--- config.mk ---
export PLATFORM = sky130hd
export DESIGN_NAME = inactivity_power_state_controller
export DESIGN_NICKNAME = d
export VERILOG_FILES = /design/src/hw/rtl/ipsc_pkg.sv /design/src/hw/rtl/inactivity_power_state_controller.sv
export SDC_FILE = /design/constraint.sdc
export NUM_CORES = 1
export LEC_CHECK = 0
export ABC_AREA = 1
export BUFFER_PORTS_ARGS = -buffer_cell sky130_fd_sc_hd__buf_2
export CAP_MARGIN = 10
export CORE_MARGIN = 5
export CORE_UTILIZATION = 30
export DETAILED_ROUTE_END_ITERATION = 10
export HOLD_SLACK_MARGIN = 0.06
export PLACE_DENSITY = 0.55
export SLEW_MARGIN = 10
export SYNTH_ARGS = -nofsm -noshare
export SYNTH_HDL_FRONTEND = slang
export SYNTH_SLANG_ARGS = --single-unit
--- constraint.sdc ---
create_clock -name clk -period 4.61 [get_ports clk]
set_input_delay 0.6915 -clock clk [delete_from_list [all_inputs] [get_ports clk]]
set_output_delay 0.6915 -clock clk [all_outputs]
set_load 0.02 [all_outputs]
--- src/hw/rtl/ipsc_pkg.sv ---
// ----------------------------------------------------------------------------
// ipsc_pkg
// Shared types, codes and reset values of the inactivity power state controller
// ----------------------------------------------------------------------------
`default_nettype none

package ipsc_pkg;

	localparam int TIMER_WIDTH_DEF = 24;
	localparam int CFG_DATA_W      = 24;
	localparam int CFG_INDEX_W     = 3;
	localparam int TIMEOUT_W       = 24;
	localparam int MV_W            = 13;
	localparam int BATT_W          = 16;
	localparam int IDLE_OUT_W      = 24;
	localparam int IN_TDATA_W      = 16;
	localparam int OUT_TDATA_W     = 32;

	// configuration register indexes
	typedef enum logic [CFG_INDEX_W-1:0] {
		REG_DIM_TIMEOUT   = 3'd0,
		REG_LIGHT_TIMEOUT = 3'd1,
		REG_DEEP_TIMEOUT  = 3'd2,
		REG_SHUTDOWN_MV   = 3'd3,
		REG_BATT_PERIOD   = 3'd4,
		REG_PMU_PRESENT   = 3'd5
	} reg_index_t;

	// event kinds
	typedef enum logic [2:0] {
		KIND_TICK        = 3'd0,
		KIND_ACTIVITY    = 3'd1,
		KIND_WAKE_DONE   = 3'd2,
		KIND_FORCE_ACT   = 3'd3,
		KIND_FORCE_LIGHT = 3'd4
	} kind_t;

	// power state, one-hot
	typedef enum logic [3:0] {
		MODE_ACTIVE = 4'b0001,
		MODE_DIMMED = 4'b0010,
		MODE_LIGHT  = 4'b0100,
		MODE_DEEP   = 4'b1000
	} mode_t;

	localparam logic [1:0] CODE_ACTIVE = 2'd0;
	localparam logic [1:0] CODE_DIMMED = 2'd1;
	localparam logic [1:0] CODE_LIGHT  = 2'd2;
	localparam logic [1:0] CODE_DEEP   = 2'd3;

	localparam logic [TIMEOUT_W-1:0] DIM_TIMEOUT_RST   = 24'd15000;
	localparam logic [TIMEOUT_W-1:0] LIGHT_TIMEOUT_RST = 24'd30000;
	localparam logic [TIMEOUT_W-1:0] DEEP_TIMEOUT_RST  = 24'd300000;
	localparam logic [MV_W-1:0]      SHUTDOWN_MV_RST   = 13'd3300;
	localparam logic [BATT_W-1:0]    BATT_PERIOD_RST   = 16'd10000;
	localparam logic                 PMU_PRESENT_RST   = 1'b1;

	function automatic logic [1:0] mode_code(input mode_t m);
		logic [1:0] c;
		unique case (m)
			MODE_ACTIVE: c = CODE_ACTIVE;
			MODE_DIMMED: c = CODE_DIMMED;
			MODE_LIGHT:  c = CODE_LIGHT;
			MODE_DEEP:   c = CODE_DEEP;
			default:     c = CODE_ACTIVE;
		endcase
		return c;
	endfunction

endpackage

`default_nettype wire

--- src/hw/rtl/inactivity_power_state_controller.sv ---
// ----------------------------------------------------------------------------
// inactivity_power_state_controller
// Power state machine driven by millisecond ticks and user events, with idle
// timeouts, light/deep sleep and a periodic low-battery check.
// Each request passes the input register, then the state update and result
// register. Throughput: one request per cycle unless m_tready stalls the
// result stream; the state update is one pass of compares and saturating
// increments, so requests follow back to back.
// Reset: arst_n clears the state to active with all counters and flags at
// zero and loads the configuration registers with their default values.
// ----------------------------------------------------------------------------
`default_nettype none

module inactivity_power_state_controller #(
	parameter int TIMER_WIDTH = ipsc_pkg::TIMER_WIDTH_DEF
) (
	input  wire logic                              clk,
	input  wire logic                              arst_n,
	// configuration write port
	input  wire logic                              cfg_wr_en,
	input  wire logic [ipsc_pkg::CFG_INDEX_W-1:0]  cfg_index,
	input  wire logic [ipsc_pkg::CFG_DATA_W-1:0]   cfg_data,
	// input stream
	input  wire logic                              s_tvalid,
	output logic                                   s_tready,
	// recording, charging, battery_mv, zero pad
	input  wire logic [ipsc_pkg::IN_TDATA_W-1:0]   s_tdata,
	// kind
	input  wire logic [2:0]                        s_tuser,
	// result stream
	output logic                                   m_tvalid,
	input  wire logic                              m_tready,
	// power_mode, wake_pending, cpu_lock_held, shutdown_request,
	// deep_sleep_request, radio_sleep_request, idle_time_ms, zero pad
	output logic [ipsc_pkg::OUT_TDATA_W-1:0]       m_tdata
);

	import ipsc_pkg::*;

	localparam int TW = TIMER_WIDTH;
	localparam int CW = (TW > TIMEOUT_W) ? TW : TIMEOUT_W;

	function automatic logic [TW-1:0] sat_inc(input logic [TW-1:0] v);
		return (v == {TW{1'b1}}) ? v : v + 1'b1;
	endfunction

	// configuration registers
	logic [TIMEOUT_W-1:0] cfg_dim_q, cfg_light_q, cfg_deep_q;
	logic [MV_W-1:0]      cfg_thresh_q;
	logic [BATT_W-1:0]    cfg_period_q;
	logic                 cfg_pmu_q;

	always_ff @(posedge clk or negedge arst_n) begin
		if (!arst_n) begin
			cfg_dim_q    <= DIM_TIMEOUT_RST;
			cfg_light_q  <= LIGHT_TIMEOUT_RST;
			cfg_deep_q   <= DEEP_TIMEOUT_RST;
			cfg_thresh_q <= SHUTDOWN_MV_RST;
			cfg_period_q <= BATT_PERIOD_RST;
			cfg_pmu_q    <= PMU_PRESENT_RST;
		end else if (cfg_wr_en) begin
			unique case (cfg_index)
				REG_DIM_TIMEOUT:   cfg_dim_q    <= cfg_data[TIMEOUT_W-1:0];
				REG_LIGHT_TIMEOUT: cfg_light_q  <= cfg_data[TIMEOUT_W-1:0];
				REG_DEEP_TIMEOUT:  cfg_deep_q   <= cfg_data[TIMEOUT_W-1:0];
				REG_SHUTDOWN_MV:   cfg_thresh_q <= cfg_data[MV_W-1:0];
				REG_BATT_PERIOD:   cfg_period_q <= cfg_data[BATT_W-1:0];
				REG_PMU_PRESENT:   cfg_pmu_q    <= cfg_data[0];
				default: ;
			endcase
		end
	end

	// pipeline control
	logic s1_valid_q, out_valid_s2, advance;
	logic [2:0]      kind_s1;
	logic            rec_s1, chg_s1;
	logic [MV_W-1:0] mv_s1;

	assign advance  = !out_valid_s2 || m_tready;
	assign s_tready = !s1_valid_q || advance;
	assign m_tvalid = out_valid_s2;

	always_ff @(posedge clk or negedge arst_n) begin
		if (!arst_n) begin
			s1_valid_q   <= 1'b0;
			out_valid_s2 <= 1'b0;
		end else begin
			if (s_tready)
				s1_valid_q <= s_tvalid;
			if (advance)
				out_valid_s2 <= s1_valid_q;
		end
	end

	always_ff @(posedge clk) begin
		if (s_tready && s_tvalid) begin
			kind_s1 <= s_tuser;
			rec_s1  <= s_tdata[0];
			chg_s1  <= s_tdata[1];
			mv_s1   <= s_tdata[MV_W+1:2];
		end
	end

	// controller state
	mode_t             mode_q, mode_d;
	logic [TW-1:0]     idle_q, idle_d, sleep_q, sleep_d;
	logic [BATT_W-1:0] batt_q, batt_d, batt_inc;
	logic              wake_q, wake_d, lock_q, lock_d;
	logic              shut, deep_req, radio_req;

	assign batt_inc = (batt_q == {BATT_W{1'b1}}) ? batt_q : batt_q + 1'b1;

	always_comb begin
		mode_d    = mode_q;
		idle_d    = idle_q;
		sleep_d   = sleep_q;
		batt_d    = batt_q;
		wake_d    = wake_q;
		lock_d    = lock_q;
		shut      = 1'b0;
		deep_req  = 1'b0;
		radio_req = 1'b0;
		if (mode_q != MODE_DEEP) begin
			unique case (kind_s1)
				KIND_TICK: begin
					idle_d = sat_inc(idle_q);
					if (mode_q == MODE_LIGHT)
						sleep_d = sat_inc(sleep_q);
					batt_d = batt_inc;
					if (batt_inc > cfg_period_q) begin
						batt_d = '0;
						if (cfg_pmu_q && (mv_s1 < cfg_thresh_q) && !chg_s1)
							shut = 1'b1;
					end
					if (rec_s1) begin
						if (mode_q != MODE_ACTIVE) begin
							mode_d = MODE_ACTIVE;
							lock_d = 1'b1;
						end
					end else begin
						lock_d = 1'b0;
						unique case (mode_q)
							MODE_ACTIVE: begin
								if (CW'(idle_d) >= CW'(cfg_dim_q))
									mode_d = MODE_DIMMED;
							end
							MODE_DIMMED: begin
								if (CW'(idle_d) >= CW'(cfg_light_q)) begin
									mode_d    = MODE_LIGHT;
									sleep_d   = '0;
									radio_req = 1'b1;
								end
							end
							MODE_LIGHT: begin
								if ((cfg_deep_q != '0) && (CW'(sleep_d) >= CW'(cfg_deep_q))) begin
									mode_d   = MODE_DEEP;
									deep_req = 1'b1;
								end
							end
							default: ;
						endcase
					end
				end
				KIND_ACTIVITY: begin
					idle_d = '0;
					if (mode_q == MODE_LIGHT) begin
						wake_d = 1'b1;
					end else if (mode_q == MODE_DIMMED) begin
						mode_d  = MODE_ACTIVE;
						sleep_d = '0;
					end
				end
				KIND_WAKE_DONE: begin
					mode_d  = MODE_ACTIVE;
					idle_d  = '0;
					sleep_d = '0;
					wake_d  = 1'b0;
					lock_d  = 1'b0;
				end
				KIND_FORCE_ACT: begin
					mode_d = MODE_ACTIVE;
					idle_d = '0;
				end
				KIND_FORCE_LIGHT: begin
					if (!rec_s1) begin
						mode_d  = MODE_LIGHT;
						sleep_d = '0;
					end
				end
				default: ;
			endcase
		end
	end

	always_ff @(posedge clk or negedge arst_n) begin
		if (!arst_n) begin
			mode_q  <= MODE_ACTIVE;
			idle_q  <= '0;
			sleep_q <= '0;
			batt_q  <= '0;
			wake_q  <= 1'b0;
			lock_q  <= 1'b0;
		end else if (advance && s1_valid_q) begin
			mode_q  <= mode_d;
			idle_q  <= idle_d;
			sleep_q <= sleep_d;
			batt_q  <= batt_d;
			wake_q  <= wake_d;
			lock_q  <= lock_d;
		end
	end

	// result register
	logic [OUT_TDATA_W-1:0] m_tdata_s2;

	always_ff @(posedge clk) begin
		if (advance && s1_valid_q) begin
			m_tdata_s2 <= {1'b0, IDLE_OUT_W'(idle_d), radio_req, deep_req, shut,
				lock_d, wake_d, mode_code(mode_d)};
		end
	end

	assign m_tdata = m_tdata_s2;

	// deep sleep holds until reset
	a_deep_terminal: assert property (@(posedge clk) disable iff (!arst_n)
		mode_q == MODE_DEEP |=> mode_q == MODE_DEEP)
		else $error("deep sleep left without reset");

	a_deep_pulse: assert property (@(posedge clk) disable iff (!arst_n)
		(m_tvalid && m_tdata[5]) |-> m_tdata[1:0] == CODE_DEEP)
		else $error("deep sleep request without deep sleep state");

	a_radio_pulse: assert property (@(posedge clk) disable iff (!arst_n)
		(m_tvalid && m_tdata[6]) |-> m_tdata[1:0] == CODE_LIGHT)
		else $error("radio sleep request without light sleep state");

	a_stall_holds: assert property (@(posedge clk) disable iff (!arst_n)
		!s_tready |-> (s1_valid_q && out_valid_s2 && !m_tready))
		else $error("input stalled while pipeline can move");

endmodule

`default_nettype wire
# Word level (Yosys, flattened, before mapping)
# Cells that the tools add are included.
classes:
  add_sub_neg: 3
  magnitude_cmp: 5
  n_eq_ne: 23
  mux: 38
  bitwise: 4
  n_reduce_logical: 27
ops:
  columns: ["cell", "count"]
  rows:
  - ["$mux W24", 12]
  - ["$pmux W24 S4", 1]
  - ["$ge A24 B24 Y1", 3]
  - ["$add A24 B1 Y24 const B", 2]
  - ["$eq A24 B24 Y1 const B", 2]
  - ["$pmux W24 S2", 1]
  - ["$mux W4", 9]
  - ["$mux W16", 2]
  - ["$reduce_bool A24 Y1", 1]
  - ["$add A16 B1 Y16 const B", 1]
  - ["$eq A16 B16 Y1 const B", 1]
  - ["$gt A16 B16 Y1", 1]
  - ["$pmux W4 S4", 1]
  - ["$lt A13 B13 Y1", 1]
  - ["$eq A3 B2 Y1 const B", 4]
  - ["$pmux W4 S3", 1]
  - ["$reduce_and A2 Y1", 6]
  - ["$eq A3 B3 Y1 const B", 3]
  - ["$eq A4 B2 Y1 const B", 2]
  - ["$eq A4 B3 Y1 const B", 2]
  - ["$mux W1", 8]
  - ["$reduce_or A4 Y1", 2]
  - ["$eq A3 B1 Y1 const B", 2]
  - ["$logic_not A3 Y1", 2]
  - ["16 further kinds", 30]
word_totals:
  ff_bits: 223
  inputBits: 51
  out_inout_bits: 34

# Logic depth before layout (Yosys ltp)
depth:
  word_depth: 14
  ltp_mapped: 28

# Least setup slack after synthesis
# OpenSTA, ideal clock, no wires.
synth_timing:
  path_kind: "reg-to-reg"
  startpoint: "register sleep_q[0]"
  endpoint: "register m_tdata_s2[1], in the netlist m_tdata[1], data pin"
  setup_time_ps: 253
  arrival_time_ps: 2899
  t_required_ps: 4357
  path_slack_ps: 1458
  stages_incl_launch_ff: 29
  path_buffers: 0
  synth_period_minus_slack_ps: 3152
  cell_sequence: "dfrtp_1 > ha_1 > nand2_1 > nor3_2 > nand2_1 > nor4_2 > nand2_1 > nand2_2 > inv_2 > nand2_1 > xor2_1 > inv_1 > ha_1 > nand2_1 > inv_1 > nand2_1 > nand2_1 > nor2_1 > nand2_1 > nand2_1 > nand3_1 > nand2_1 > nand2_1 > nand3_1 > nand2_1 > nand2_1 > nand2_1 > nand3_1 > nand2_1"
synth_via:
  elab_chain_cells: 14
  word_cells_on_any_way: 17
  cone_classes: "1 x add/sub; 1 x order compare; 4 x eq/ne; 10 x mux; 1 x reduce/logical"
synth_lines:
  columns: ["element", "line", "text"]
  rows:
  - ["from (decl)", "inactivity_power_state_controller.sv:107", "logic [TW-1:0] idle_q, idle_d, sleep_q, sleep_d;"]
  - ["from (signal assigned)", "inactivity_power_state_controller.sv:207", "sleep_q <= sleep_d;"]
  - ["$add A24 B1 Y24 or $eq A24 B24 Y1 (tied branches)", "inactivity_power_state_controller.sv:44", "return (v == {TW{1'b1}}) ? v : v + 1'b1;"]
  - ["$mux W24", "inactivity_power_state_controller.sv:44", null]
  - ["$mux W24 (*)", "inactivity_power_state_controller.sv:128", "if (mode_q == MODE_LIGHT)"]
  - ["$mux W24 (*)", "inactivity_power_state_controller.sv:125", "unique case (kind_s1)"]
  - ["$mux W24 (*)", "inactivity_power_state_controller.sv:124", "if (mode_q != MODE_DEEP) begin"]
  - ["$ge A24 B24 Y1 (*)", "inactivity_power_state_controller.sv:156", "if ((cfg_deep_q != '0) && (CW'(sleep_d) >= CW'(cfg_deep_q))) begin"]
  - ["$logic_and A1 B1 Y1 (*)", "inactivity_power_state_controller.sv:156", null]
  - ["$mux W4 (*)", "inactivity_power_state_controller.sv:156", null]
  - ["$pmux W4 S3 (*)", "inactivity_power_state_controller.sv:143", "unique case (mode_q)"]
  - ["$mux W4 (*)", "inactivity_power_state_controller.sv:136", "if (rec_s1) begin"]
  - ["$pmux W4 S4 (*)", "inactivity_power_state_controller.sv:125", null]
  - ["$mux W4 (*)", "inactivity_power_state_controller.sv:124", null]
  - ["$eq A4 B4 Y1 (tied with other cells)", "ipsc_pkg.sv:60", "unique case (m)"]
  - ["$pmux W2 S3 (*)", "ipsc_pkg.sv:60", null]
  - ["to (signal assigned)", "inactivity_power_state_controller.sv:219", "m_tdata_s2 <= {1'b0, IDLE_OUT_W'(idle_d), radio_req, deep_req, shut,"]
  - ["to (decl)", "inactivity_power_state_controller.sv:215", "logic [OUT_TDATA_W-1:0] m_tdata_s2;"]
# Mark *: on every way between the ends. The rest lies on a longest branch, timed or not. The select of a mux whose other input is x is not followed.
# A chain may end at the register's enable or synchronous reset.

# Worst setup path after layout
# Ends and elaborated chain as after synthesis.

==> flow_metrics.py <==
metrics = {
    "status": {
        "status": "complete, no violations",
    },
    "drt": {
        "vias": 10660,
        "wirelength_mm": 33.39,
        "wl_per_cell_um": 14.52,
        "drc": 0,
        "dr.pass1.iters": 5,
        "ant_nets": 0,
        "drt-vias-per-instance": 4.634,
        "drt_iter0_markers": 628,
    },
    "yosys": {
        "syn_area_um2": 13090,
        "synth.yosys.warnings": 0,
        "synth_area_leader_cell": "dfrtp_1",
        "yosys_most_used_dff": "dfrtp_1",
        "synth_top_cell_area_share_pct": 26.58,
        "syn_nets": 1767,
        "ys_async_sr_fraction_pct": 78.03,
        "synthTopCellsByArea": "dfrtp_1, edfxtp_1, nand2_1",
        "synth_cell_types": 46,
        "ys_seq_area_share_pct": 44.85,
        "netlist_instances": 1613,
        "synth_edf_count": 49,
        "syn_avg_cell_area_um2": 8.113,
        "ys_seq_elements": 223,
    },
    "global_route": {
        "grt_antenna_before_repair": 0,
        "grt_pass1_vias": 10400,
        "grt_max_degree": 106,
        "overflow": 0,
        "grt_first_pass_wirelength_mm": 54.65,
        "grtUsageTotal_pct": 13.93,
    },
    "worst_setup_path": {
        "arrival_ns": 4.24,
        "crit_type": "register to register",
        "cp_slowest_cell": "dfrtp_1",
        "crit_top_cell": "nand2_1",
        "crit_path_end_kind": "register",
        "path_buf_inv": 3,
        "critPathTopFamily": "simple AND/OR/NAND/NOR gates",
        "crit_fanout": 7,
        "cp_data_required_time_ns": 4.89,
        "cp_slowest_stage_delay_ns": 0.43,
        "start_kind": "register",
    },
    "cells_and_area": {
        "multi_input_area_um2": 5946,
        "final_cell_mix": "nand2_1, inv_1, dfrtp_1",
        "final_common_cell": "nand2_1",
        "n_antenna_cell": 0,
        "final_nets": 1849,
        "fillers": 4489,
        "seqCellArea_um2": 5869,
        "final_util_pct": 35.08,
        "drive_above_1_share_pct": 12.89,
        "syn_to_final_growth_pct": 15.46,
    },
    "sta": {
        "rsz0062_at_grt": "false",
        "setup_viol": 0,
        "period_minus_slack_ns": 3.951,
        "period_share_pct": 85.70,
        "hold_viol": 0,
        "setup_slack_ns": 0.6593,
        "finClkSkew_ns": 0.01951,
        "fmax_mhz": 253.1,
        "tns_ns": 0,
        "slew_viol_final": 0,
        "slew-limit-headroom_pct": 29.33,
        "tightest_slew_ns": 1.060,
    },
    "floorplan": {
        "die_h_um": 218.9,
        "core_um2": 43080,
        "die-area_um2": 47900,
        "initial_core_util_pct": 30.38,
        "rows": 76,
        "ioPinCount": 85,
        "die_w_um": 218.9,
    },
    "placement": {
        "dp_slack_ns": 0.7039,
        "port_buffers": 82,
        "place_hpwl_mm": 24.99,
        "place_congestion": 0.8771,
    },
    "clocking": {
        "postCtsSetupBuffers": 0,
        "cts_made_buffers": 26,
        "tritoncts": "done",
        "path_clk_slew_ns": 0.06,
        "cts.sink_count": 223,
        "cts_root_buffer": "clkbuf_16",
        "htree_num_levels": 1,
        "clk_latency_ns": 0.56,
        "hold_buffers": 0,
        "post_cts_resized": 0,
        "cts_buffer_depth": 3,
    },
    "hold_path": {
        "min_path_type": "input pin to async pin",
    },
    "flow_run": {
        "maxCapViolCount": 0,
    },
    "power_and_ir_drop": {
        "p_per_area_nw_per_um2": 460.4,
        "ir_worst_vdd_mv": 0.3071,
        "p_leak_nw": 7.371,
        "total_power_mw": 6.957,
    },
}
[report_power, final]
group	switching (mW)	internal, mW
combinational	1.34	0.738
sequential	0.258	2.44
clock	0.876	1.31
total	2.47	4.48
[synthesized netlist by cell type (35+ instances only)]
cell type and number:
o21ai_1 44, nor2_1 85, nand2_1 381, inv_1 279, dfstp_2 35, edfxtp_1 49
a21oi_1 52, dfrtp_1 139, ha_1 103, xor2_1 50, o21ai_0 132, nand3_1 58
[kinds of logic (layout without fill, tap and decap cells)]
| kind of cell | after synthesis | after routing | synth area share, % |
|---|---|---|---|
| flops | 223 | 223 | 44.85 |
| buf+inv | 337 | 439 | 9.781 |
| other cells | 1 | 1 | 0.02866 |
| simple gates | 611 | 611 | 20.14 |
| xor+xnor | 52 | 52 | 3.538 |
| fa+ha+maj | 103 | 103 | 9.848 |
| compound gates | 286 | 286 | 11.82 |
[through the flow]
| step | hold slack, ns | area (um^2) | cells |
|---|---|---|---|
| after CTS | 0.2764 | 15110 | 2300 |
| after global placement | 0.4689 | 14180 | 2252 |
| after detailed placement | 0.4715 | 14180 | 2252 |
| final | 0.2894 | 15110 | 2300 |
| after floorplan | 0.3959 | 13090 | 1613 |
| after global routing | 0.2852 | 15110 | 2300 |
[worst paths after layout]
| kind | start | to | slack, ns | cells past startpoint |
|---|---|---|---|---|
| hold / removal | arst_n | idle_q[20]$_DFFE_PN0P_ | 0.29 | 1 |
| hold reg to reg | cfg_deep_q[10]$_DFFE_PN0P_ | cfg_deep_q[10]$_DFFE_PN0P_ | 0.48 | 2 |
| max in group asynchronous | arst_n | cfg_deep_q[5]$_DFFE_PN1P_ | 3.31 | 2 |
| min in group clk | s_tdata[4] | mv_s1[2]$_DFFE_PP_ | 0.31 | 1 |
| setup reg to reg | sleep_q[0]$_DFFE_PN0P_ | m_tdata[1]$_DFFE_PP_ | 0.66 | 28 |
| setup / recovery | sleep_q[0]$_DFFE_PN0P_ | m_tdata[1]$_DFFE_PP_ | 0.66 | 28 |
[metal layers]
layer | part of all wire [%] | track usage (%) | vias up
met3 | 4.6 | 2.249 | 34
met1 | 50 | 20.27 | 5011
met2 | 44 | 22.17 | 215
met4 | 1.7 | 2.596 | 0
met5 | 0 | 0 | -
li1 | - | - | 5399
[worst reg2reg max path, delay by kind of cell, from the launching register on]
family                     cells  cell delay, ns
DFF                            1            0.43
and+or+nand+nor               22            2.33
buffers and inverters          3            0.20
xor gates and xnor gates       1            0.24
adders and majority gates      2            0.51
[registers in the layout (all words and copies together) (netlist names), 3 cells and up]
signal        count
m_tdata          31
cfg_deep_q       24
cfg_dim_q        24
cfg_light_q      24
idle_q           24
sleep_q          24
batt_q           16
cfg_period_q     16
cfg_thresh_q     13
mv_s1            13
mode_q            4
kind_s1           3
[cell type report]
type / count / share of cell area (%)
Multi-Input combinational cell: 1053 / 39.35
Inverter: 296 / 7.353
Clock inverter: 15 / 1.010
Sequential cell: 223 / 38.85
Clock buffer: 33 / 5.109
Timing Repair Buffer: 95 / 3.486
Tap cell: 585 / 4.844
Power figures use the tool's default switching activity.
